`src/sos_pkg.sv`:
```
// ----------------------------------------------------------------------------
// sos_pkg - shared types and constants of the orbit stepper
// Item layout, sequencer states, end causes and fixed-point helpers.
// ----------------------------------------------------------------------------
package sos_pkg;

  typedef enum logic {
    OP_START = 1'b0,
    OP_STEP  = 1'b1
  } sos_op_e;

  typedef enum logic [1:0] {
    CAUSE_RUNNING  = 2'd0,
    CAUSE_ESCAPED  = 2'd1,
    CAUSE_CAPTURED = 2'd2
  } sos_cause_e;

  typedef enum logic [4:0] {
    ST_IDLE,
    ST_S_UQ,
    ST_S_TQ,
    ST_S_MQ,
    ST_THR,
    ST_THR_R,
    ST_HALVE,
    ST_HALVE_C,
    ST_P1,
    ST_P1R,
    ST_P2,
    ST_P2R,
    ST_P3,
    ST_P3R,
    ST_P4,
    ST_P4R,
    ST_P5,
    ST_P5R,
    ST_EMIT
  } sos_state_e;

  typedef struct packed {
    sos_op_e            op;
    logic signed [31:0] start_angle;
    logic [31:0]        start_radius;
    logic signed [31:0] radius_rate;
    logic signed [31:0] angle_step;
  } sos_item_t;

  localparam logic [31:0] MASS_RESET = 32'd16777216;
  localparam logic [31:0] THRESH_Q28 = 32'd24159191;   // 0.09 in Q28
  localparam logic signed [31:0] S32_MAX = 32'sh7FFF_FFFF;
  localparam logic [63:0] CAPTURE_LIM = 64'h0008_0000_0000_0000; // 2^51
  localparam logic [63:0] ONE_Q44 = 64'h0000_1000_0000_0000;     // 2^44

  function automatic logic [31:0] mag32(input logic signed [31:0] v);
    mag32 = v[31] ? (~v + 32'd1) : v;
  endfunction

  // product magnitude back to Q-format, clamped, signed, saturated
  function automatic logic signed [31:0] mulq_fin(input logic [63:0] p, input logic neg,
                                                  input int unsigned sh);
    logic [63:0] m;
    m = p >> sh;
    if (m > 64'h8000_0000) m = 64'h8000_0000;
    if (neg) mulq_fin = ~m[31:0] + 32'd1;
    else if (m[31]) mulq_fin = S32_MAX;
    else mulq_fin = m[31:0];
  endfunction

  function automatic logic signed [31:0] sat32(input logic signed [35:0] v);
    if (v > 36'sh0_7FFF_FFFF) sat32 = S32_MAX;
    else if (v < -36'sh0_8000_0000) sat32 = 32'sh8000_0000;
    else sat32 = v[31:0];
  endfunction

endpackage

```
`src/sos_front.sv`:
```
// ----------------------------------------------------------------------------
// sos_front - input side of the orbit stepper
// Takes items, tags them by request type and holds them in a two-deep queue.
// ----------------------------------------------------------------------------
module sos_front (
  input  logic                  clk_i,
  input  logic                  rst_ni,
  input  logic                  in_valid_i,
  output logic                  in_ready_o,
  input  logic                  req_type_i,
  input  logic signed [31:0]    start_angle_i,
  input  logic [31:0]           start_radius_i,
  input  logic signed [31:0]    radius_rate_i,
  input  logic signed [31:0]    angle_step_i,
  output logic                  q_valid_o,
  input  logic                  q_pop_i,
  output sos_pkg::sos_item_t    q_item_o
);
  import sos_pkg::*;

  sos_item_t  mem_q [2];
  logic       wr_ptr_q, rd_ptr_q;
  logic [1:0] cnt_q;
  logic       push, pop;

  assign in_ready_o = (cnt_q != 2'd2);
  assign q_valid_o  = (cnt_q != 2'd0);
  assign push       = in_valid_i && in_ready_o;
  assign pop        = q_pop_i && q_valid_o;
  assign q_item_o   = mem_q[rd_ptr_q];

  always_ff @(posedge clk_i) begin
    if (push) begin
      mem_q[wr_ptr_q].op           <= req_type_i ? OP_STEP : OP_START;
      mem_q[wr_ptr_q].start_angle  <= start_angle_i;
      mem_q[wr_ptr_q].start_radius <= start_radius_i;
      mem_q[wr_ptr_q].radius_rate  <= radius_rate_i;
      mem_q[wr_ptr_q].angle_step   <= angle_step_i;
    end
  end

  always_ff @(posedge clk_i or negedge rst_ni) begin
    if (!rst_ni) begin
      wr_ptr_q <= 1'b0;
      rd_ptr_q <= 1'b0;
      cnt_q    <= 2'd0;
    end else begin
      if (push) wr_ptr_q <= ~wr_ptr_q;
      if (pop) rd_ptr_q <= ~rd_ptr_q;
      cnt_q <= cnt_q + {1'b0, push} - {1'b0, pop};
    end
  end

endmodule

```
`config.mk`:
```
export PLATFORM = sky130hd
export DESIGN_NAME = sos_front
export DESIGN_NICKNAME = d
export VERILOG_FILES = /design/src/sos_pkg.sv /design/src/sos_front.sv
export SDC_FILE = /design/constraint.sdc
export NUM_CORES = 1
export LEC_CHECK = 0
export BUFFER_PORTS_ARGS = -buffer_cell sky130_fd_sc_hd__buf_2
export CAP_MARGIN = 10
export CELL_PAD_IN_SITES_DETAIL_PLACEMENT = 1
export CELL_PAD_IN_SITES_GLOBAL_PLACEMENT = 2
export CORE_MARGIN = 5
export CORE_UTILIZATION = 25
export CTS_CLUSTER_SIZE = 14
export DETAILED_ROUTE_END_ITERATION = 8
export HOLD_SLACK_MARGIN = 0.06
export PLACE_DENSITY_LB_ADDON = 0.3
export SLEW_MARGIN = 20
export SYNTH_ARGS = -nofsm -noshare
export SYNTH_HDL_FRONTEND = slang
export SYNTH_SLANG_ARGS = --single-unit
export TNS_END_PERCENT = 5
```
`constraint.sdc`:
```
create_clock -name clk_i -period 7.2 [get_ports clk_i]
set_input_delay 1.44 -clock clk_i [delete_from_list [all_inputs] [get_ports clk_i]]
set_output_delay 1.44 -clock clk_i [all_outputs]
set_load 0.01 [all_outputs]
```
# ---- Yosys cells after proc, flatten, opt, wreduce, memory -nomap -nowiden
# Memories as Yosys holds them, arrays and structs flattened.
# Cells that the tools add are included.
dict set report word_totals {
  regBits 4
  ramBits 258
  output_inout_bits 131
  mem_count 1
}
# name words width read_ports rd_clocked_by_memory_dff write_ports line
set memory_table {}
lappend memory_table {mem_q 2 129 1 0 1 sos_front.sv:21} ;# sos_item_t mem_q [2];
dict set report classes {
  n_addsub 2
  n_eq_ne 1
  muxes 3
  bitwise_logic 2
  reduce_logical 3
}
# operator count
set ops {}
lappend ops {{$mux 1} 3}
lappend ops {{$add 2x1->2} 1}
lappend ops {{$logic_and 1x1->1} 2}
lappend ops {{$ne 2x2->1 const B} 1}
lappend ops {{$not 1->1} 2}
lappend ops {{$reduce_bool 2->1} 1}
lappend ops {{$sub 2x1->2} 1}

# ---- Depth between registers and ports, before layout
# Gate-level depths: netlist of run 1.
dict set report logic_depth {
  depth_word 4
  depth_mapped 7
}

# ---- Least setup slack after synthesis of run 1
# No wires, ideal clock.
dict set report synth_path {
  path_type {input -> register}
  startpoint {input port in_valid_i}
  endpoint {memory mem_q[0][0] (netlist bit), enable pin}
  setup_ns 0.619
  t_arrival_ns 6.896
  t_required_ns 6.581
  slack_ns -0.314
  stages 2
  n_path_buf 0
  path_cell_list {nand2_1 -> nor2_1}
}
dict set report synth_between {
  elab_chain_cells 3
}
# element line
set synth_lines {}
lappend synth_lines {{start: declaration} sos_front.sv:8} ;# input logic in_valid_i,
lappend synth_lines {{$logic_and 1x1->1} sos_front.sv:28} ;# assign push = in_valid_i && in_ready_o;
lappend synth_lines {{$mux 1} sos_front.sv:33} ;# if (push) begin
lappend synth_lines {{$mux 1 (not written as such)} sos_front.sv:38} ;# mem_q[wr_ptr_q].angle_step <= angle_step_i;
lappend synth_lines {{end: declaration} sos_front.sv:21}
# No other way between the ends.

==> results_dict.tcl, run 1 <==
set metrics [dict create \
    clk-insertion-delay-late_ps 550 \
    port_buffers 263 \
    antenna_found_initial 5 \
    post_dp_cell_area_um2 11420 \
    vdd_drop_max_v 0.0002370 \
    p_sw_mw 1.462 \
    cts_hold_buf 0 \
    powerDensity_nw_per_um2 406.8 \
    synth_top_area_share_pct 81.28 \
    cp.required_ps 5760 \
    clk_path_buf_depth 3 \
    dieWidth_um 205.3 \
    ff_latch_area_um2 7851 \
    drtAntennaViolNets 0 \
    cap_violations 0 \
    via_per_inst 3.956 \
    grt_max_degree 130 \
    end_kind "output port" \
    synth_cell_types 16 \
    core_um2 37670 \
    cts.clk_slew.worst_paths_ps 50 \
    preCtsSetupSlack_ps 3385 \
    synth_cells 418 \
    hold_viol 0 \
    setup_viol 0 \
    p_sw_share_pct 29.00 \
    pin_count 264 \
    timing.fmax_ghz 0.2696 \
    cts_setup_buffers 0 \
    start_util_pct 25.31 \
    finalMaxSlewViolations 0 \
    p_int_mw 3.579 \
    grt_use_total_pct 9.854 \
    numClockSinks 262 \
    h-tree-depth 1 \
    cp_slowest_cell "dfrtp_4" \
    first_iter_violations 161 \
    dieArea_um2 42130 \
    grt_pass1_wl_um 31680 \
    multi_input_area_um2 1558 \
    tns_ps 0 \
    ys.warnings.count 0 \
    fillCellCount 3948 \
    cp_slowest_stage_delay_ps 640 \
    cts_made_buffers 30 \
    synth_nets 553 \
    synth-seq-cells 262 \
    synth.area.top_cells "edfxtp_1, mux2_2, buf_6" \
    synth_area_um2 9532 \
    post_cts_resized 0 \
    layout_min_cycle_time_ps 3709 \
    combPwrFrac_pct 28.2 \
    finalClockSkew_ps 12.23 \
    finalWorstSetupSlack_ps 3491 \
    first_pass_iters 4 \
    clockRootBuffer "clkbuf_16" \
    yosysSeqAreaShare_pct 82.33 \
    final_layout_size_suffix_gt1_share_pct 60.91 \
    routedWlPerCell_um 17.72 \
    routabilityCongestion 0.7217 \
    cp.arrival_ps 2270 \
    cts_tree "yes" \
    critPathBufInv 2 \
    gr-total-overflow 0 \
    max-slew-margin-rel_pct 41.72 \
    utilization_pct 32.91 \
    clockPowerShare_pct 28.3 \
    cp-start-kind "flip-flop" \
    path_max_fanout 39 \
    yosysTopAreaCell "edfxtp_1" \
    drcViolationCount 0 \
    cp_top_family "buffers and inverters" \
    dp_hpwl_um 14770 \
    hold_class "reg2reg" \
    fp-row-count 71 \
    outcome "completed" \
    rsz0062_at_grt "false" \
    area_delta_synth_final_pct 30.03 \
    syn_avg_cell_area_um2 22.80 \
    totalWireLength_um 22030 \
    seq_power_share_pct 43.5 \
    vias 4917 \
    crit_type "reg2out" \
    fin_crit_sh_pct 51.51 \
    grt_pass1_vias 5394 \
    die_y_um 205.3 \
    path_cells "buf_4 -> mux2_2 -> buf_2" \
    layout.nets 840 \
    tightestPinTransition_ps 874.2 \
    final_area_um2 12390 \
    p_leak_nw 4.523 \
]
## path summary, 6_finish.rpt
| path | depth (start not counted) | slack, ps | end | start |
|---|---|---|---|---|
| worst min register to register | 1 | 530 | cnt_q[0]$_DFF_PN0_ | cnt_q[0]$_DFF_PN0_ |
| worst max register to register | 3 | 4900 | mem_q[1][107]$_DFFE_PP_ | cnt_q[1]$_DFF_PN0_ |
| max in group asynchronous | 1 | 6350 | rd_ptr_q$_DFFE_PN0P_ | rst_ni |
| worst min-delay path | 1 | 530 | cnt_q[0]$_DFF_PN0_ | cnt_q[0]$_DFF_PN0_ |
| min in group asynchronous | 1 | 700 | wr_ptr_q$_DFFE_PN0N_ | rst_ni |
| worst max-delay path | 3 | 3490 | q_item_o[61] | rd_ptr_q$_DFFE_PN0P_ |
## through the flow
stage	hold slack [ps]	instances	power (mW)
after global placement	508.7	1183	3.688
after global routing	539.7	1241	5.333
after detailed placement	519.3	1183	3.698
final	531.1	1243	5.042
after CTS	534.6	1239	5.167
after floorplan	478.8	418	3.148
## cell type report
| class | instances | area share [%] |
|---|---|---|
| sequential | 262 | 63.35 |
| multi-input combinational | 141 | 12.57 |
| timing repair buffer | 269 | 11.25 |
| clock buffer | 38 | 6.471 |
| tap | 511 | 5.158 |
| clock inverter | 18 | 1.121 |
| antenna | 3 | 0.06057 |
| inverter | 1 | 0.03028 |
## cell families (layout without fill, tap and decap cells)
family,Yosys count,in the layout,synth area share [%]
flops,262,262,82.33
mux,129,129,15.24
buf+inv,15,326,1.457
simple gates,6,6,0.3414
xor+xnor,4,4,0.3676
fa+ha+maj,2,2,0.2625
other cells,0,3,0
## cell usage after synthesis, drive strengths merged
cell type / n
and2: 1
and3: 1
buf: 14
dfrtp: 4
edfxtp: 258
ha: 2
inv: 1
mux2: 129
nand2: 1
nand2b: 1
nor2: 1
or2: 1
xnor2: 3
xor2: 1
## sequential cells by signal, summed over array words and instances (netlist names)
signal	count
mem_q	258
rd_ptr_q	1
cnt_q	2
wr_ptr_q	1
## per-layer routing
| metal | routed length (µm) | GRT usage [%] | part of all wire [%] | vias up |
|---|---|---|---|---|
| met2 | 11190 | 17.16 | 51 | 157 |
| met3 | 1864 | 4.129 | 8.5 | 44 |
| met1 | 8388 | 11.07 | 38 | 2458 |
| li1 | - | - | - | 2252 |
| met5 | 46 | 0 | 0.21 | - |
| met4 | 538 | 2.871 | 2.4 | 6 |
## cells in the final DEF, fill, tap and decap left out, types with 2 or more instances in the layout
master | Yosys | routed
edfxtp_1 | 258 | 258
clkinv_1 | 0 | 7
clkbuf_16 | 0 | 31
dfrtp_1 | 4 | 3
clkinvlp_4 | 0 | 3
mux2_2 | 129 | 129
diode_2 | 0 | 3
bufinv_16 | 0 | 2
xnor2_1 | 3 | 3
clkbuf_1 | 0 | 7
ha_1 | 2 | 2
buf_4 | 1 | 4
buf_2 | 3 | 263
clkinv_2 | 0 | 6
## power groups by stage
stage / Sequential (mW) / Combinational, mW / Clock (mW)
3_5_place_dp: 2.30 / 1.40 / 0
5_1_grt: 2.22 / 1.55 / 1.56
3_3_place_gp: 2.29 / 1.40 / 0
6_report: 2.19 / 1.42 / 1.43
2_1_floorplan: 2.21 / 0.939 / 0
4_1_cts: 2.27 / 1.41 / 1.49
Power figures use the tool's default switching activity.
==> inputs of run 2 (changes only) <==
==> constraint.sdc (replaced) <==
create_clock -name clk_i -period 3.55 [get_ports clk_i]
set_input_delay 0.71 -clock clk_i [delete_from_list [all_inputs] [get_ports clk_i]]
set_output_delay 0.71 -clock clk_i [all_outputs]
set_load 0.01 [all_outputs]
==> run 2 against run 1 <==
Routed wire length barely moved. Sequential power rose by 100%. Non-clock buffer count rose by 7. Total power rose by 110%. Critical endpoint is now q_item_o[26]. Highest routed layer unchanged.
==> results_dict.tcl, run 2 (synthesis gave the netlist of run 1 again) <==
set metrics [dict create \
    outcome "completed" \
    totalWireLength_um 22010 \
    combPwrFrac_pct 28.3 \
    end_kind "output port" \
    clk_path_buf_depth 3 \
    gr-total-overflow 0 \
    grt_pass1_wl_um 32260 \
    port_buffers 263 \
    p_sw_share_pct 28.85 \
    layout_common_cells "buf_2, edfxtp_1, mux2_2" \
    clockRootBuffer "clkbuf_16" \
    p_leak_nw 4.588 \
    largest_register_ffs 258 \
    finalWorstSetupSlack_ps 591.2 \
    vdd_drop_max_v 0.0003840 \
    tns_ps 0 \
    layout_min_cycle_time_ps 2959 \
    largest_register "mem_q" \
    antenna_found_initial 5 \
    start_util_pct 25.31 \
    drtAntennaViolNets 0 \
    finalPower_mw 10.49 \
    dp_cells 1190 \
    first_iter_violations 154 \
    cts_tree "yes" \
    core_um2 37670 \
    fp-row-count 71 \
    powerDensity_nw_per_um2 837.2 \
    clk-insertion-delay-late_ps 550 \
    post_cts_resized 0 \
    seq_power_share_pct 42.6 \
    dp_hpwl_um 14960 \
    grt_max_degree 68 \
    final_area_um2 12530 \
    cts_hold_buf 1 \
    dieArea_um2 42130 \
    hold_class "in2reg" \
    max-slew-margin-rel_pct 56.54 \
    preCtsSetupSlack_ps 1119 \
    post_dp_cell_area_um2 11530 \
    layout.cells.non_filler 1249 \
    cap_violations 0 \
    clockPowerShare_pct 29.1 \
    r2r_end "cnt_q[1]$_DFF_PN0_" \
    area_delta_synth_final_pct 31.49 \
    hold_start "start_radius_i[30]" \
    met2_length_um 10200 \
    reg_top3 "mem_q x258, cnt_q x2" \
    routedWlPerCell_um 17.62 \
    r2r-start "cnt_q[1]$_DFF_PN0_" \
    first_pass_iters 4 \
    cp.arrival_ps 2250 \
    pin_count 264 \
    cts.clk_slew.worst_paths_ps 60 \
    via_per_inst 3.973 \
    cp.required_ps 2840 \
    p_sw_mw 3.027 \
    die_y_um 205.3 \
    wl_met3_um 2003 \
    reg2reg_slack_ps 1760 \
    grt_use_total_pct 9.905 \
    dieWidth_um 205.3 \
    hold_viol 0 \
    layout_commonest_cell "buf_2" \
    rsz0062_at_grt "false" \
    dr.max_layer_used "met5" \
    cts_setup_buffers 0 \
    cts_made_buffers 30 \
    finalMaxSlewViolations 0 \
    tightestPinTransition_ps 652.0 \
    setup_viol 0 \
    finalClockSkew_ps 9.710 \
    vias 4962 \
    fin_crit_sh_pct 83.35 \
    grt_pass1_vias 5412 \
    path_max_fanout 37 \
    layout.nets 847 \
    final_layout_size_suffix_gt1_share_pct 60.60 \
    hold_path_end "mem_q[1][94]$_DFFE_PP_" \
    drcViolationCount 0 \
    cp-start-kind "flip-flop" \
    crit_type "reg2out" \
    routabilityCongestion 0.6987 \
    numClockSinks 262 \
    p_int_mw 7.466 \
    ff2ff_path_depth 7 \
    wl_met1_um 9241 \
    timing.fmax_ghz 0.3380 \
    whs_path_depth 1 \
    h-tree-depth 1 \
]
-- run 2: changes by cell type in the layout (fill, tap and decap cells not counted) --
cell           delta
inv_6             +1
clkbuf_1          -1
buf_4             +2
clkinv_2          -5
buf_12            +5
clkinvlp_4        -2
dlygate4sd3_1     +1
bufinv_16         +2
clkinv_1          +5
diode_2           -1
buf_16            -1
-- run 2: how the worst max path moves through the flow --
| stage | cells past startpoint | slack, ps | end | from |
|---|---|---|---|---|
| 2_1_floorplan | 1 | -670 | mem_q[1][0]$_DFFE_PP_ | in_valid_i |
| 3_3_place_gp | 3 | 1110 | q_item_o[26] | rd_ptr_q$_DFFE_PN0P_ |
| 3_5_place_dp | 3 | 1120 | q_item_o[26] | rd_ptr_q$_DFFE_PN0P_ |
| 4_1_cts | 3 | 500 | q_item_o[26] | rd_ptr_q$_DFFE_PN0P_ |
| 5_1_grt | 3 | 450 | q_item_o[26] | rd_ptr_q$_DFFE_PN0P_ |
| 6_report | 3 | 590 | q_item_o[26] | rd_ptr_q$_DFFE_PN0P_ |
-- run 2: routing by layer --
layer  vias up  global-route usage, %
met4         6                  2.464
met1      2480                  12.43
met5         -                      0
met2       167                  15.85
li1       2267                      -
met3        42                  4.271
-- run 2: power by group through the flow --
stage                     clock, mW  combinational, mW  sequential, mW
after floorplan                   0               1.91            4.46
after global placement            0               3.07            4.53
after detailed placement          0               3.07            4.55
after CTS                      3.17               3.09            4.49
after global routing           3.33               3.23            4.54
final                          3.05               2.97            4.47
-- run 2: stage by stage --
stage	utilization [%]	hold WS, ps
4_1_cts	33.26	297.3
2_1_floorplan	-	414.4
3_5_place_dp	30.62	509.0
6_report	33.27	346.3
5_1_grt	33.27	303.0
3_3_place_gp	30.62	509.4
-- run 2: critical path, cell delays in order, from the launching register on --
cell	delay (ps)
dfrtp_4	840
buf_12	290
mux2_2	380
buf_2	150
-- run 2: area by class of cell --
class | count | area (µm²)
repair buffers | 276 | 1491
multi-input cells | 141 | 1558
clock inverters | 19 | 186.4
clock buffers | 37 | 798.3
fillers | 3892 | 25130
flip-flops and latches | 262 | 7851
inverters | 1 | 3.754
well taps | 511 | 639.4
diodes | 2 | 5.005
==> inputs of run 3 (changes only) <==
==> constraint.sdc (replaced) <==
create_clock -name clk_i -period 2.9 [get_ports clk_i]
set_input_delay 0.58 -clock clk_i [delete_from_list [all_inputs] [get_ports clk_i]]
set_output_delay 0.58 -clock clk_i [all_outputs]
set_load 0.01 [all_outputs]
==> run 3 against run 2 <==
Clock skew up 0.54 ps. Sequential power up 21%. Worst hold slack worse by 130 ps. Core utilization down 0.17 points. Register-to-register slack worse by 690 ps. First-iteration DRC count up 5.8%. Non-clock buffer count down 5. Clock power up 17%. Critical endpoint is now q_item_o[4]. Largest power group unchanged. Highest routed layer unchanged.
==> results_dict.tcl, run 3 (synthesis gave the netlist of run 1 again) <==
set metrics [dict create \
    setup_viol 0 \
    post_cts_resized 0 \
    powerDensity_nw_per_um2 1014 \
    hold_slack_ps 215.3 \
    dieArea_um2 42130 \
    die_y_um 205.3 \
    final_layout_size_suffix_gt1_share_pct 61.01 \
    totalWireLength_um 21840 \
    cts.clk_slew.worst_paths_ps 60 \
    utilization_pct 33.10 \
    via_per_inst 3.971 \
    layout_common_cells "buf_2, edfxtp_1, mux2_2" \
    timing.fmax_ghz 0.3717 \
    pin_count 264 \
    reg2reg_slack_ps 1070 \
    seq_power_share_pct 42.6 \
    grt_use_total_pct 10.02 \
    largest_register "mem_q" \
    routedWlPerCell_um 17.58 \
    cap_violations 0 \
    end_kind "output port" \
    cp.arrival_ps 2110 \
    rsz0062_at_grt "false" \
    max-slew-margin-rel_pct 61.94 \
    ff_latch_area_um2 7851 \
    cp-start-kind "flip-flop" \
    cts_made_buffers 30 \
    outcome "completed" \
    dieWidth_um 205.3 \
    numClockSinks 262 \
    p_leak_nw 4.564 \
    area_delta_synth_final_pct 30.81 \
    finalClockSkew_ps 10.25 \
    layout_min_cycle_time_ps 2690 \
    drcViolationCount 0 \
    p_sw_mw 3.704 \
    layout_commonest_cell "buf_2" \
    reg_top3 "mem_q x258, cnt_q x2" \
    gr-total-overflow 0 \
    layout.nets 842 \
    multi_input_area_um2 1582 \
    h-tree-depth 1 \
    cp.required_ps 2320 \
    drtAntennaViolNets 0 \
    first_pass_iters 4 \
    clk-insertion-delay-late_ps 550 \
    vdd_drop_max_v 0.0006465 \
    tightestPinTransition_ps 571.0 \
    clockPowerShare_pct 28.3 \
    combPwrFrac_pct 29.1 \
    cts_tree "yes" \
    fillCellCount 3959 \
    clk_path_buf_depth 3 \
    fin_crit_sh_pct 92.77 \
    hold_viol 0 \
    start_util_pct 25.31 \
    antenna_found_initial 2 \
    vias 4932 \
    antenna_cells 0 \
    largest_register_ffs 258 \
    grt_pass1_vias 5449 \
    p_sw_share_pct 29.30 \
    finalMaxSlewViolations 0 \
    port_buffers 263 \
    grt_pass1_wl_um 32690 \
    hold_class "in2reg" \
    dp_hpwl_um 14450 \
    crit_type "reg2out" \
    finalPower_mw 12.64 \
    first_iter_violations 163 \
    p_int_mw 8.938 \
    clockRootBuffer "clkbuf_16" \
    grt_max_degree 77 \
    routabilityCongestion 0.6643 \
    fp-row-count 71 \
    path_max_fanout 65 \
    core_um2 37670 \
]
==> run 3: final timing paths <==
path	start	end	cells past startpoint
min reg2reg	cnt_q[0]$_DFF_PN0_	cnt_q[0]$_DFF_PN0_	1
max reg2reg	cnt_q[1]$_DFF_PN0_	cnt_q[1]$_DFF_PN0_	7
max in group asynchronous	rst_ni	rd_ptr_q$_DFFE_PN0P_	2
min	start_angle_i[19]	mem_q[0][115]$_DFFE_PP_	1
max	rd_ptr_q$_DFFE_PN0P_	q_item_o[4]	3
min in group asynchronous	rst_ni	rd_ptr_q$_DFFE_PN0P_	2
==> run 3: repair_timing <==
action,CTS,global route
hold buffers,1,0
hold endpoints to repair,4,0
buffers inserted,0,0
==> run 3: critical path, cell delays in order, from the launching register on <==
cell and delay, ps:
dfrtp_4 550, buf_12 330, mux2_2 410, buf_2 150
==> run 3: power groups by stage <==
stage / clock [mW] / combinational [mW] / sequential, mW
after floorplan: 0 / 2.36 / 5.42
final: 3.58 / 3.67 / 5.39
after global placement: 0 / 3.82 / 5.44
after global routing: 3.92 / 4.01 / 5.46
after detailed placement: 0 / 3.81 / 5.48
after CTS: 3.74 / 3.83 / 5.41
==> run 3: per-stage QoR <==
stage | cells | TNS (ps) | area (µm²) | setup slack (ps)
floorplan | 418 | -7935 | 9564 | -61.52
global placement | 1185 | 0 | 11520 | 790.6
detailed placement | 1185 | 0 | 11520 | 766.0
CTS | 1242 | 0 | 12470 | 138.1
global route | 1242 | 0 | 12470 | 106.1
finish | 1242 | 0 | 12470 | 209.7
==> run 3: area by class of cell <==
class | instances | share of cell area (%)
repair buffers | 271 | 11.66
clock buffers | 37 | 6.402
clock inverters | 19 | 1.124
flip-flops and latches | 262 | 62.97
well taps | 511 | 5.128
inverters | 1 | 0.03011
multi-input cells | 141 | 12.68
==> run 3: metal layers <==
layer	routed length [µm]	global-route usage, %
met1	8568	12.01
met2	11010	17.15
met3	1611	3.515
met4	611	2.775
met5	34	0
