--- config.mk ---
export PLATFORM = sky130hd
export DESIGN_NAME = sos_back
export DESIGN_NICKNAME = d
export VERILOG_FILES = /design/src/sos_pkg.sv /design/src/sos_div.sv /design/src/sos_back.sv
export SDC_FILE = /design/constraint.sdc
export NUM_CORES = 2
export LEC_CHECK = 0
export BUFFER_PORTS_ARGS = -buffer_cell sky130_fd_sc_hd__buf_4
export CAP_MARGIN = 20
export CORE_MARGIN = 5
export CORE_UTILIZATION = 25
export DETAILED_ROUTE_END_ITERATION = 16
export PLACE_DENSITY = 0.42
export RECOVER_POWER = 25
export SYNTH_ARGS = -nofsm -noshare
export SYNTH_HDL_FRONTEND = slang
export SYNTH_SLANG_ARGS = --single-unit
--- constraint.sdc ---
create_clock -name clk_i -period 27.1 [get_ports clk_i]
set_input_delay 1.355 -clock clk_i [delete_from_list [all_inputs] [get_ports clk_i]]
set_output_delay 1.355 -clock clk_i [all_outputs]
set_load 0.01 [all_outputs]
--- src/sos_pkg.sv ---
// ----------------------------------------------------------------------------
// sos_pkg - shared types and constants of the orbit stepper
// Item layout, sequencer states, end causes and fixed-point helpers.
// ----------------------------------------------------------------------------
package sos_pkg;

  typedef enum logic {
    OP_START = 1'b0,
    OP_STEP  = 1'b1
  } sos_op_e;

  typedef enum logic [1:0] {
    CAUSE_RUNNING  = 2'd0,
    CAUSE_ESCAPED  = 2'd1,
    CAUSE_CAPTURED = 2'd2
  } sos_cause_e;

  typedef enum logic [4:0] {
    ST_IDLE,
    ST_S_UQ,
    ST_S_TQ,
    ST_S_MQ,
    ST_THR,
    ST_THR_R,
    ST_HALVE,
    ST_HALVE_C,
    ST_P1,
    ST_P1R,
    ST_P2,
    ST_P2R,
    ST_P3,
    ST_P3R,
    ST_P4,
    ST_P4R,
    ST_P5,
    ST_P5R,
    ST_EMIT
  } sos_state_e;

  typedef struct packed {
    sos_op_e            op;
    logic signed [31:0] start_angle;
    logic [31:0]        start_radius;
    logic signed [31:0] radius_rate;
    logic signed [31:0] angle_step;
  } sos_item_t;

  localparam logic [31:0] MASS_RESET = 32'd16777216;
  localparam logic [31:0] THRESH_Q28 = 32'd24159191;   // 0.09 in Q28
  localparam logic signed [31:0] S32_MAX = 32'sh7FFF_FFFF;
  localparam logic [63:0] CAPTURE_LIM = 64'h0008_0000_0000_0000; // 2^51
  localparam logic [63:0] ONE_Q44 = 64'h0000_1000_0000_0000;     // 2^44

  function automatic logic [31:0] mag32(input logic signed [31:0] v);
    mag32 = v[31] ? (~v + 32'd1) : v;
  endfunction

  // product magnitude back to Q-format, clamped, signed, saturated
  function automatic logic signed [31:0] mulq_fin(input logic [63:0] p, input logic neg,
                                                  input int unsigned sh);
    logic [63:0] m;
    m = p >> sh;
    if (m > 64'h8000_0000) m = 64'h8000_0000;
    if (neg) mulq_fin = ~m[31:0] + 32'd1;
    else if (m[31]) mulq_fin = S32_MAX;
    else mulq_fin = m[31:0];
  endfunction

  function automatic logic signed [31:0] sat32(input logic signed [35:0] v);
    if (v > 36'sh0_7FFF_FFFF) sat32 = S32_MAX;
    else if (v < -36'sh0_8000_0000) sat32 = 32'sh8000_0000;
    else sat32 = v[31:0];
  endfunction

endpackage

--- src/sos_div.sv ---
// ----------------------------------------------------------------------------
// sos_div - shared unsigned divider
// 64 by 32 bit restoring division, two quotient bits per cycle.
// ----------------------------------------------------------------------------
module sos_div (
  input  logic        clk_i,
  input  logic        rst_ni,
  input  logic        start_i,
  input  logic [63:0] dividend_i,
  input  logic [31:0] divisor_i,
  output logic [63:0] quot_o,
  output logic        done_o
);
  logic [31:0] rem_q, rem_d, dvs_q;
  logic [63:0] quot_q, quot_d;
  logic [4:0]  cnt_q;
  logic        busy_q, done_q;
  logic [32:0] trial;

  always_comb begin
    rem_d  = rem_q;
    quot_d = quot_q;
    trial  = '0;
    for (int k = 0; k < 2; k++) begin
      trial  = {rem_d, quot_d[63]};
      quot_d = {quot_d[62:0], 1'b0};
      if (trial >= {1'b0, dvs_q}) begin
        trial     = trial - {1'b0, dvs_q};
        quot_d[0] = 1'b1;
      end
      rem_d = trial[31:0];
    end
  end

  always_ff @(posedge clk_i) begin
    if (start_i) begin
      rem_q  <= '0;
      quot_q <= dividend_i;
      dvs_q  <= divisor_i;
    end else if (busy_q) begin
      rem_q  <= rem_d;
      quot_q <= quot_d;
    end
  end

  always_ff @(posedge clk_i or negedge rst_ni) begin
    if (!rst_ni) begin
      busy_q <= 1'b0;
      done_q <= 1'b0;
      cnt_q  <= '0;
    end else if (start_i) begin
      busy_q <= 1'b1;
      done_q <= 1'b0;
      cnt_q  <= '0;
    end else if (busy_q) begin
      cnt_q <= cnt_q + 5'd1;
      if (cnt_q == 5'd31) begin
        busy_q <= 1'b0;
        done_q <= 1'b1;
      end
    end
  end

  assign quot_o = quot_q;
  assign done_o = done_q;

endmodule

--- src/sos_back.sv ---
// ----------------------------------------------------------------------------
// sos_back - execution side of the orbit stepper
// Sequencer over one shared multiplier and the shared divider; holds the ray.
// ----------------------------------------------------------------------------
module sos_back #(
  parameter int MAX_HALVINGS = 49
) (
  input  logic                  clk_i,
  input  logic                  rst_ni,
  input  logic [31:0]           mass_i,
  input  logic                  q_valid_i,
  output logic                  q_pop_o,
  input  sos_pkg::sos_item_t    q_item_i,
  output logic                  out_valid_o,
  input  logic                  out_ready_i,
  output logic [31:0]           radius_o,
  output logic signed [31:0]    angle_o,
  output logic                  ended_o,
  output logic [1:0]            end_cause_o
);
  import sos_pkg::*;

  localparam int NW = $clog2(MAX_HALVINGS + 2);
  localparam logic [NW-1:0] NMAX = NW'(MAX_HALVINGS);

  sos_state_e state_q, state_d;

  // ray state
  logic signed [31:0] u_q, u_d, ur_q, ur_d, ang_q, ang_d, step_q, step_d;
  logic               fin_q, fin_d;
  sos_cause_e         cause_q, cause_d;
  // working registers
  logic [31:0]        r0_q, r0_d, mr_q, mr_d, dm_q, dm_d, m_q, m_d;
  logic               rpn_q, rpn_d, dn_q, dn_d, opp_q, opp_d, rdiv_q, rdiv_d;
  logic [NW-1:0]      n_q, n_d;
  logic [63:0]        thr_q, thr_d, p_q;
  logic signed [31:0] tmp_q, tmp_d;
  // output slot
  logic               ov_q, ov_d;
  logic [31:0]        orad_q, orad_d;
  logic signed [31:0] oang_q, oang_d;
  logic               oend_q, oend_d;
  logic [1:0]         ocause_q, ocause_d;

  logic [31:0] mul_a, mul_b;
  logic        div_start, div_done;
  logic [63:0] div_dvd, div_q;
  logic [31:0] div_dvs;
  logic signed [31:0] mres;

  sos_div u_div (
    .clk_i     (clk_i),
    .rst_ni    (rst_ni),
    .start_i   (div_start),
    .dividend_i(div_dvd),
    .divisor_i (div_dvs),
    .quot_o    (div_q),
    .done_o    (div_done)
  );

  always_ff @(posedge clk_i) p_q <= mul_a * mul_b;

  always_comb begin
    state_d = state_q;
    u_d = u_q;  ur_d = ur_q;  ang_d = ang_q;  step_d = step_q;
    fin_d = fin_q;  cause_d = cause_q;
    r0_d = r0_q;  mr_d = mr_q;  dm_d = dm_q;  m_d = m_q;
    rpn_d = rpn_q;  dn_d = dn_q;  opp_d = opp_q;  rdiv_d = rdiv_q;
    n_d = n_q;  thr_d = thr_q;  tmp_d = tmp_q;
    ov_d = ov_q && !out_ready_i;
    orad_d = orad_q;  oang_d = oang_q;  oend_d = oend_q;  ocause_d = ocause_q;
    mul_a = '0;  mul_b = '0;
    div_start = 1'b0;  div_dvd = ONE_Q44;  div_dvs = r0_q;
    q_pop_o = 1'b0;
    mres = '0;

    case (state_q)
      ST_IDLE: begin
        if (q_valid_i && !ov_q) begin
          q_pop_o = 1'b1;
          if (q_item_i.op == OP_START) begin
            ang_d = q_item_i.start_angle;
            r0_d  = q_item_i.start_radius;
            mr_d  = mag32(q_item_i.radius_rate);
            rpn_d = q_item_i.radius_rate[31];
            dn_d  = q_item_i.angle_step[31];
            dm_d  = mag32(q_item_i.angle_step);
            opp_d = (q_item_i.radius_rate[31] && q_item_i.angle_step > 0) ||
                    (q_item_i.radius_rate > 0 && q_item_i.angle_step[31]);
            n_d   = '0;
            if (q_item_i.start_radius == '0) begin
              u_d = S32_MAX;
              m_d = (q_item_i.radius_rate != '0) ? S32_MAX : '0;
              state_d = ST_THR;
            end else begin
              div_start = 1'b1;
              div_dvs   = q_item_i.start_radius;
              state_d   = ST_S_UQ;
            end
          end else if (!fin_q) begin
            oang_d = ang_q;
            rdiv_d = (u_q > 0);
            div_start = (u_q > 0);
            div_dvs   = u_q;
            state_d   = ST_P1;
          end
        end
      end
      ST_S_UQ: begin
        if (div_done) begin
          u_d = (div_q > 64'(S32_MAX)) ? S32_MAX : div_q[31:0];
          div_start = 1'b1;
          div_dvd   = {4'd0, mr_q, 28'd0};
          state_d   = ST_S_TQ;
        end
      end
      ST_S_TQ: begin
        if (div_done) begin
          if (div_q[63:48] != '0) begin
            m_d = S32_MAX;
            state_d = ST_THR;
          end else begin
            div_start = 1'b1;
            div_dvd   = {div_q[47:0], 16'd0};
            state_d   = ST_S_MQ;
          end
        end
      end
      ST_S_MQ: begin
        if (div_done) begin
          m_d = (div_q > 64'(S32_MAX)) ? S32_MAX : div_q[31:0];
          state_d = ST_THR;
        end
      end
      ST_THR: begin
        mul_a = r0_q;
        mul_b = THRESH_Q28;
        state_d = ST_THR_R;
      end
      ST_THR_R: begin
        thr_d = p_q;
        state_d = ST_HALVE;
      end
      ST_HALVE, ST_HALVE_C: begin
        if (state_q == ST_HALVE_C && p_q > thr_q) begin
          dm_d = dm_q >> 1;
          n_d  = n_q + NW'(1);
          state_d = ST_HALVE;
        end else if (state_q == ST_HALVE && n_q < NMAX && opp_q && dm_q != '0) begin
          mul_a = mr_q;
          mul_b = dm_q;
          state_d = ST_HALVE_C;
        end else begin
          // halving settled: commit the new ray
          step_d  = dn_q ? (~dm_q + 32'd1) : dm_q;
          ur_d    = rpn_q ? m_q : (~m_q + 32'd1);
          fin_d   = 1'b0;
          cause_d = CAUSE_RUNNING;
          state_d = ST_IDLE;
        end
      end
      ST_P1: begin
        mul_a = mass_i;
        mul_b = mag32(u_q);
        state_d = ST_P1R;
      end
      ST_P1R: begin
        tmp_d = mulq_fin(p_q, u_q[31], 24);             // M*u
        state_d = ST_P2;
      end
      ST_P2: begin
        mul_a = mag32(tmp_q);
        mul_b = mag32(u_q);
        state_d = ST_P2R;
      end
      ST_P2R: begin
        mres  = mulq_fin(p_q, tmp_q[31] ^ u_q[31], 28); // M*u^2
        tmp_d = sat32(36'(sat32(36'(mres) * 36'sd3)) - 36'(u_q));
        state_d = ST_P3;
      end
      ST_P3: begin
        mul_a = mag32(step_q);
        mul_b = mag32(tmp_q);
        state_d = ST_P3R;
      end
      ST_P3R: begin
        mres = mulq_fin(p_q, step_q[31] ^ tmp_q[31], 28);
        ur_d = sat32(36'(ur_q) + 36'(mres));
        state_d = ST_P4;
      end
      ST_P4: begin
        mul_a = mag32(step_q);
        mul_b = mag32(ur_q);
        state_d = ST_P4R;
      end
      ST_P4R: begin
        mres = mulq_fin(p_q, step_q[31] ^ ur_q[31], 28);
        u_d  = sat32(36'(u_q) + 36'(mres));
        if (u_d[31]) begin
          fin_d   = 1'b1;
          cause_d = CAUSE_ESCAPED;
          state_d = ST_EMIT;
        end else begin
          state_d = ST_P5;
        end
      end
      ST_P5: begin
        mul_a = mass_i;
        mul_b = u_q;
        state_d = ST_P5R;
      end
      ST_P5R: begin
        if (p_q > CAPTURE_LIM) begin
          fin_d   = 1'b1;
          cause_d = CAUSE_CAPTURED;
        end else begin
          ang_d = ang_q + (step_q >>> 4);
        end
        state_d = ST_EMIT;
      end
      ST_EMIT: begin
        if (!rdiv_q || div_done) begin
          orad_d   = (!rdiv_q || div_q[63:32] != '0) ? 32'hFFFF_FFFF : div_q[31:0];
          oend_d   = fin_q;
          ocause_d = cause_q;
          ov_d     = 1'b1;
          state_d  = ST_IDLE;
        end
      end
      default: state_d = ST_IDLE;
    endcase
  end

  always_ff @(posedge clk_i) begin
    r0_q <= r0_d;  mr_q <= mr_d;  dm_q <= dm_d;  m_q <= m_d;
    rpn_q <= rpn_d;  dn_q <= dn_d;  opp_q <= opp_d;  rdiv_q <= rdiv_d;
    n_q <= n_d;  thr_q <= thr_d;  tmp_q <= tmp_d;
    orad_q <= orad_d;  oang_q <= oang_d;  oend_q <= oend_d;  ocause_q <= ocause_d;
  end

  always_ff @(posedge clk_i or negedge rst_ni) begin
    if (!rst_ni) begin
      state_q <= ST_IDLE;
      u_q     <= '0;
      ur_q    <= '0;
      ang_q   <= '0;
      step_q  <= '0;
      fin_q   <= 1'b1;
      cause_q <= CAUSE_RUNNING;
      ov_q    <= 1'b0;
    end else begin
      state_q <= state_d;
      u_q     <= u_d;
      ur_q    <= ur_d;
      ang_q   <= ang_d;
      step_q  <= step_d;
      fin_q   <= fin_d;
      cause_q <= cause_d;
      ov_q    <= ov_d;
    end
  end

  assign out_valid_o = ov_q;
  assign radius_o    = orad_q;
  assign angle_o     = oang_q;
  assign ended_o     = oend_q;
  assign end_cause_o = ocause_q;

endmodule

After elaboration in Yosys (flattened, before gate mapping)
Cells that the tools add are included.
{"block": "op_classes", "add_sub_neg": 20, "mul": 2, "n_shift": 0, "eq_ne": 34, "n_div": 0, "n_lt_le_gt_ge": 19, "bitwise": 19, "mux": 128, "reduce_logical": 45}
{"op": "2-to-1 mux 32 bit", "n": 59}
{"op": "adder 32 x 1 -> 32 bit (second input constant)", "n": 12}
{"op": "inverter 32 bit", "n": 12}
{"op": "2-to-1 mux 64 bit", "n": 4}
{"op": "one-hot mux 32 bit (2 select lines)", "n": 4}
{"op": "one-hot mux 32 bit (3 select lines)", "n": 2}
{"op": "one-hot mux 32 bit (6 select lines)", "n": 1}
{"op": "2-to-1 mux 31 bit", "n": 6}
{"op": "one-hot mux 32 bit (5 select lines)", "n": 1}
{"op": "one-hot mux 64 bit (2 select lines)", "n": 1}
{"op": "greater-than comparator 33 x 32 -> 1 bit (second input constant)", "n": 3}
{"op": "less-than comparator 33 x 32 -> 1 bit (second input constant)", "n": 3}
{"op": "greater-than comparator 32 x 1 -> 1 bit (second input constant)", "n": 3}
{"op": "nonzero test 32 bit", "n": 3}
{"op": "one-hot mux 5 bit (18 select lines)", "n": 1}
{"op": "adder 32 x 32 -> 33 bit", "n": 2}
{"op": ">= comparator 33 x 32 -> 1 bit", "n": 2}
{"op": "greater-than comparator 64 x 31 -> 1 bit (second input constant)", "n": 1}
{"op": "greater-than comparator 64 x 52 -> 1 bit (second input constant)", "n": 1}
{"op": "greater-than comparator 64 bit", "n": 1}
{"op": "multiplier 32 x 32 -> 64 bit", "n": 1}
{"op": "subtractor 32 bit", "n": 2}
{"op": "2-to-1 mux 60 bit", "n": 1}
{"op": "2-to-1 mux 5 bit", "n": 9}
{"op": "other kinds (42)", "n": 132}
{"block": "totals", "output_inout_bits": 69, "rom_bits": 0, "memories": 0, "input_bits": 165, "elab_cells": 298, "mem_bits_rw": 0, "regBits": 637, "latch_bits": 0}

Longest topological paths before layout
{"block": "depth", "ltp_word": 17, "depth_mapped": 51, "mapped_depth_nobuf": 41}

By module
Synthesis repeated with hierarchy kept, for this count alone.
{"block": "hier_totals", "hier_cells": 9399, "area_unflattened_um2": 81333.0}
{"mod": "sos_back", "n_inst": 1, "cells_each": 8483, "area_per_inst_um2": 72127.9, "seq_area_each_um2": 13749.4}
{"mod": "sos_div", "n_inst": 1, "cells_each": 916, "area_per_inst_um2": 9205.1, "seq_area_each_um2": 3698.5}

Worst setup path before layout
Ideal clock, no wire load.
{"block": "synth_path", "path_type": "reg2reg", "startpoint": "reg dm_q[5]", "endpoint": "reg p_q[60]", "setup_time_ps": 127, "path_slack_ps": 16166, "synth_period_minus_slack_ps": 10934, "path_buffers": 2, "arrival_ps": 10807, "stages_incl_launch_ff": 37, "required_time_ps": 26973, "cell_sequence": "edfxtp_1 -> or4_1 -> or3_1 -> nor2_1 -> nand3_1 -> or3_1 -> o41a_1 -> clkbuf_1 -> clkbuf_1 -> a2111oi_0 -> nor2_1 -> fa_1 -> inv_1 -> fa_1 -> inv_1 -> fa_1 -> inv_1 -> fa_1 -> inv_1 -> fa_1 -> inv_1 -> fa_1 -> fa_1 -> inv_1 -> fa_1 -> ha_1 -> a21o_1 -> a21o_1 -> a21o_1 -> a21o_1 -> a21o_1 -> a21oi_1 -> o21ai_0 -> a221o_1 -> a221oi_1 -> o21ai_0 -> xor2_1"}
{"block": "synth_via", "elab_chain_len": 6, "elab_cells_between_ends": 9, "classes_between": "1 x mul; 6 x mux; 2 x reduce/logical"}
{"item": "start, declared", "line": "sos_back.sv:33", "source": "logic [31:0] r0_q, r0_d, mr_q, mr_d, dm_q, dm_d, m_q, m_d;"}
{"item": "start signal, assigned", "line": "sos_back.sv:235", "source": "r0_q <= r0_d; mr_q <= mr_d; dm_q <= dm_d; m_q <= m_d;"}
{"item": "nonzero test 32 bit", "line": "sos_back.sv:149", "source": "end else if (state_q == ST_HALVE && n_q < NMAX && opp_q && dm_q != '0) begin"}
{"item": "logical AND 1 bit", "line": "sos_back.sv:149"}
{"item": "2-to-1 mux 32 bit", "line": "sos_back.sv:149"}
{"item": "2-to-1 mux 32 bit", "line": "sos_back.sv:145", "source": "if (state_q == ST_HALVE_C && p_q > thr_q) begin"}
{"item": "one-hot mux 32 bit (6 select lines) / one-hot mux 32 bit (5 select lines) (equally long branches)", "line": "sos_back.sv:77", "source": "case (state_q)"}
{"item": "multiplier 32 x 32 -> 64 bit (*)", "line": "sos_back.sv:61", "source": "always_ff @(posedge clk_i) p_q <= mul_a * mul_b;"}
{"item": "end signal, assigned", "line": "sos_back.sv:61"}
{"item": "end, declared", "line": "sos_back.sv:36", "source": "logic [63:0] thr_q, thr_d, p_q;"}
Every way passes the cells marked *; elsewhere a longest branch is shown, timed or not.
A chain may end at the register's enable or synchronous reset.

Final worst setup path
{"block": "layout_path", "startpoint": "reg state_q[1]", "endpoint": "reg p_q[60]"}
{"block": "layout_via", "elab_chain_len": 8, "elab_cells_between_ends": 23, "classes_between": "1 x mul; 8 x eq/ne; 6 x mux; 8 x reduce/logical"}
{"item": "start, declared", "line": "sos_back.sv:26", "source": "sos_state_e state_q, state_d;"}
{"item": "start signal, assigned", "line": "sos_back.sv:252", "source": "state_q <= state_d;"}
{"item": "equality test 5 x 3 -> 1 bit", "line": "sos_back.sv:77, sos_back.sv:149"}
{"item": "logical AND 1 bit (3 in series)", "line": "sos_back.sv:149"}
{"item": "2-to-1 mux 32 bit", "line": "sos_back.sv:149"}
{"item": "2-to-1 mux 32 bit", "line": "sos_back.sv:145"}
{"item": "one-hot mux 32 bit (6 select lines) / one-hot mux 32 bit (5 select lines) (equally long branches)", "line": "sos_back.sv:77"}
{"item": "multiplier 32 x 32 -> 64 bit (*)", "line": "sos_back.sv:61"}
Marked as above.

==> flow_summary.ini <==
[floorplan]
chipWidth_um = 576.9
core-area_mm2 = 0.3206
start_util = 0.2506
row_count = 208
io_pins = 234
die-area_mm2 = 0.3329
die_h_um = 576.9

[critical_path]
worstSetupPathType = register to register
critPathLaunchType = register
endpoint = p_q[60]$_DFF_P_
cpMaxStageDelayCell = clkbuf_1
arrival_ps = 14450
critPathMaxStageDelay_ps = 1650
critPathLaunch = state_q[1]$_DFFE_PN0P_
crit_required_ps = 27680
crit_top_cell = inv_1
r2r-end = p_q[60]$_DFF_P_
crit_fanout = 60
reg2reg_from = state_q[1]$_DFFE_PN0P_
r2r_setup_slack_ps = 13230
end_kind = register
reg2reg_depth = 38

[synthesis]
yosys_warnings = 0
synth_area_leaders = fa_1 22%, edfxtp_1 15%, ha_1 9.3%
syn_avg_cell_area_um2 = 8.597
synth_edf_count = 397
syn_nets = 11010
synthDistinctLibCells = 85
netlist_instances = 9347
async_reset_ff_frac = 0.2261
synth_top_area_frac = 0.2250
ys.flop_type = edfxtp_1
synth-seq-area-share = 0.2171
syn_area_mm2 = 0.08035
synth_top_area_cell = fa_1
ys_ff_latch = 637

[cells_and_area]
drive_above_1_share = 0.06555
n_fill_cell = 34533
syn2layout_area_growth_pct = 12.22
final_nets = 11038

[detailed_routing]
drtAntennaViolNets = 0
wl_um = 362900
drcViolationCount = 0
route.vias.total = 70868
drt_iter0_markers = 7605
vias_per_cell = 5.153
first_pass_iters = 10
wl_per_cell_um = 26.38

[grt]
grt_pass1_vias = 70631
grt_max_degree = 76
gr-usage-all-layers = 0.2122
grt_overflow = 0
antenna_found_initial = 35
grt_pass1_wl_um = 518100

[timing]
worst-slew-pin-transition_ps = 3156
fin_setup_tns_ps = 0
max_freq_mhz = 72.10
min_period_ps = 13870
slew_headroom = -1.104
post-route-period-util = 0.5118
skew_ps = 54.53
rsz0062_at_grt = false
finalSetupViolCount = 0
layout_setup_ws_ps = 13230
maxSlewViolCount = 310
finalHoldViolCount = 0

[pwr]
irDropWorstVdd_uv = 145.6
power.density_mw_per_mm2 = 144.3
p_leak_nw = 39.84

[clock_tree]
cts_hold_buf = 0
ctsResizeCount = 0
clockRootBuffer = clkbuf_16
h-tree-depth = 3
cts_buffers = 81
cts_setup_buffers = 0
clockBufferDepth = 3
cts.sinks = 637
clock_latency_ps = 730
cts_tree = yes
path_clk_slew_ps = 60

[status]
violations = max-capacitance violations, max-slew violations
status = complete, but fails checks

[place]
dp_hpwl_um = 282100
pre_cts_slack_ps = 14320
place.gp.congestion = 0.9484
io_buffers = 233

[hold_path]
hold_path.class = register to register

[job]
cap_violations = 9
## power breakdown
part / switching [mW] / internal, mW
Combinational: 6.50 / 3.52
Clock: 0.485 / 0.640
Sequential: 0.484 / 1.39
Total: 7.47 / 5.55
## cells in the mapped netlist, drive strengths merged, types with 31 or more instances
| cell | number |
|---|---|
| inv | 1397 |
| nand2 | 1290 |
| fa | 903 |
| nor2 | 617 |
| ha | 595 |
| a21oi | 561 |
| o21ai | 482 |
| clkbuf | 454 |
| edfxtp | 397 |
| xnor2 | 254 |
| xor2 | 217 |
| a21o | 166 |
| dfrtp | 143 |
| nor3 | 134 |
| and2 | 125 |
| nand3 | 116 |
| o31ai | 111 |
| nand2b | 105 |
| dfxtp | 96 |
| a31oi | 78 |
| a222oi | 68 |
| nor4 | 67 |
| o21a | 64 |
| or3 | 59 |
| nor2b | 58 |
| nand4 | 57 |
| a211oi | 55 |
| and3 | 46 |
| or4 | 42 |
| o21bai | 38 |
| mux2i | 37 |
| o41ai | 35 |
| a211o | 33 |
| o211ai | 33 |
| a22oi | 31 |
| mux2 | 31 |
## kinds of logic after synthesis
family,count (synthesis),synth area share
AND/OR/NAND/NOR,2801,0.1570
buffers and inverters,1877,0.08774
adder cells (fa/ha/maj),1498,0.3176
AO/OA/AOI/OAI,1994,0.1601
flip-flops,637,0.2171
multiplexers,68,0.008953
other,1,0.00004667
XOR/XNOR,471,0.05134
## through the flow
| stage | instances | hold WS (ps) | utilization | instance area (µm²) | total power, mW |
|---|---|---|---|---|---|
| floorplan | 9347 | 425.5 | - | 80350 | 8.258 |
| global route | 13748 | 488.1 | 0.2812 | 90160 | 13.96 |
| detailed placement | 13593 | 454.8 | 0.2733 | 87640 | 11.76 |
| global placement | 13590 | 441.2 | 0.2732 | 87610 | 11.83 |
| CTS | 13744 | 472.3 | 0.2818 | 90350 | 12.94 |
| finish | 13754 | 467.1 | 0.2812 | 90170 | 13.01 |
## sequential cells by signal, summed over array words and instances (netlist names), 5 cells and up
signal        cells
u_div.quot_o     64
ur_q             32
m_q              32
radius_o         32
p_q              64
dm_q             32
tmp_q            32
u_div.dvs_q      32
ang_q            32
n_q               6
u_q              32
thr_q            64
state_q           5
angle_o          32
r0_q             32
u_div.rem_q      32
mr_q             32
step_q           32
u_div.cnt_q       5
## worst min-delay path by stage
stage	startpoint	end	slack, ps	cells after the start
after floorplan	cause_q[1]$_DFFE_PN0P_	end_cause_o[1]$_DFFE_PP_	430	0
after global routing	p_q[7]$_DFF_P_	thr_q[7]$_DFFE_PP_	490	0
after CTS	cause_q[1]$_DFFE_PN0P_	end_cause_o[1]$_DFFE_PP_	470	0
after global placement	cause_q[1]$_DFFE_PN0P_	end_cause_o[1]$_DFFE_PP_	440	0
after detailed placement	cause_q[1]$_DFFE_PN0P_	end_cause_o[1]$_DFFE_PP_	450	0
final	cause_q[1]$_DFFE_PN0P_	end_cause_o[1]$_DFFE_PP_	470	0
## layout by cell type, fill, tap and decap left out, types with 68 or more instances in the layout
cell type	synthesis	layout
a21o_1	166	166
a21oi_1	561	559
a222oi_1	68	68
a31oi_1	78	77
and2_1	123	121
buf_4	0	351
clkbuf_1	453	93
clkbuf_16	0	81
dfrtp_1	143	140
dfxtp_1	96	96
edfxtp_1	397	397
fa_1	903	903
ha_1	595	595
inv_1	1397	1395
nand2_1	1290	1288
nand2b_1	105	105
nand3_1	116	115
nor2_1	617	611
nor3_1	134	131
o21ai_0	472	468
o31ai_1	110	110
xnor2_1	254	254
xor2_1	217	214
## per-layer routing
layer | part of all wire | GRT usage
met4 | 0.044 | 0.07793
met2 | 0.45 | 0.3394
met5 | 0.00012 | 0
met3 | 0.072 | 0.03031
met1 | 0.43 | 0.2911
## cell type report
cell class	instances	area (µm²)	area share
diodes	6	15.01	0.0001665
multi-input cells	6833	56360	0.6251
inverters	1397	5245	0.05817
clock inverters	37	478.0	0.005301
well taps	4305	5386	0.05974
repair buffers	425	3000	0.03327
clock buffers	114	2231	0.02474
flip-flops and latches	637	17450	0.1935
## worst max-delay path, delay by kind of cell, from the launching register on
family          cells  cell delay (ps)
compound gates     13             4670
xor+xnor            1              170
fa+ha+maj           9             4380
buf+inv            12             3600
flops               1              320
simple gates        3              520
No activity file was read; power rests on OpenSTA's default activity.
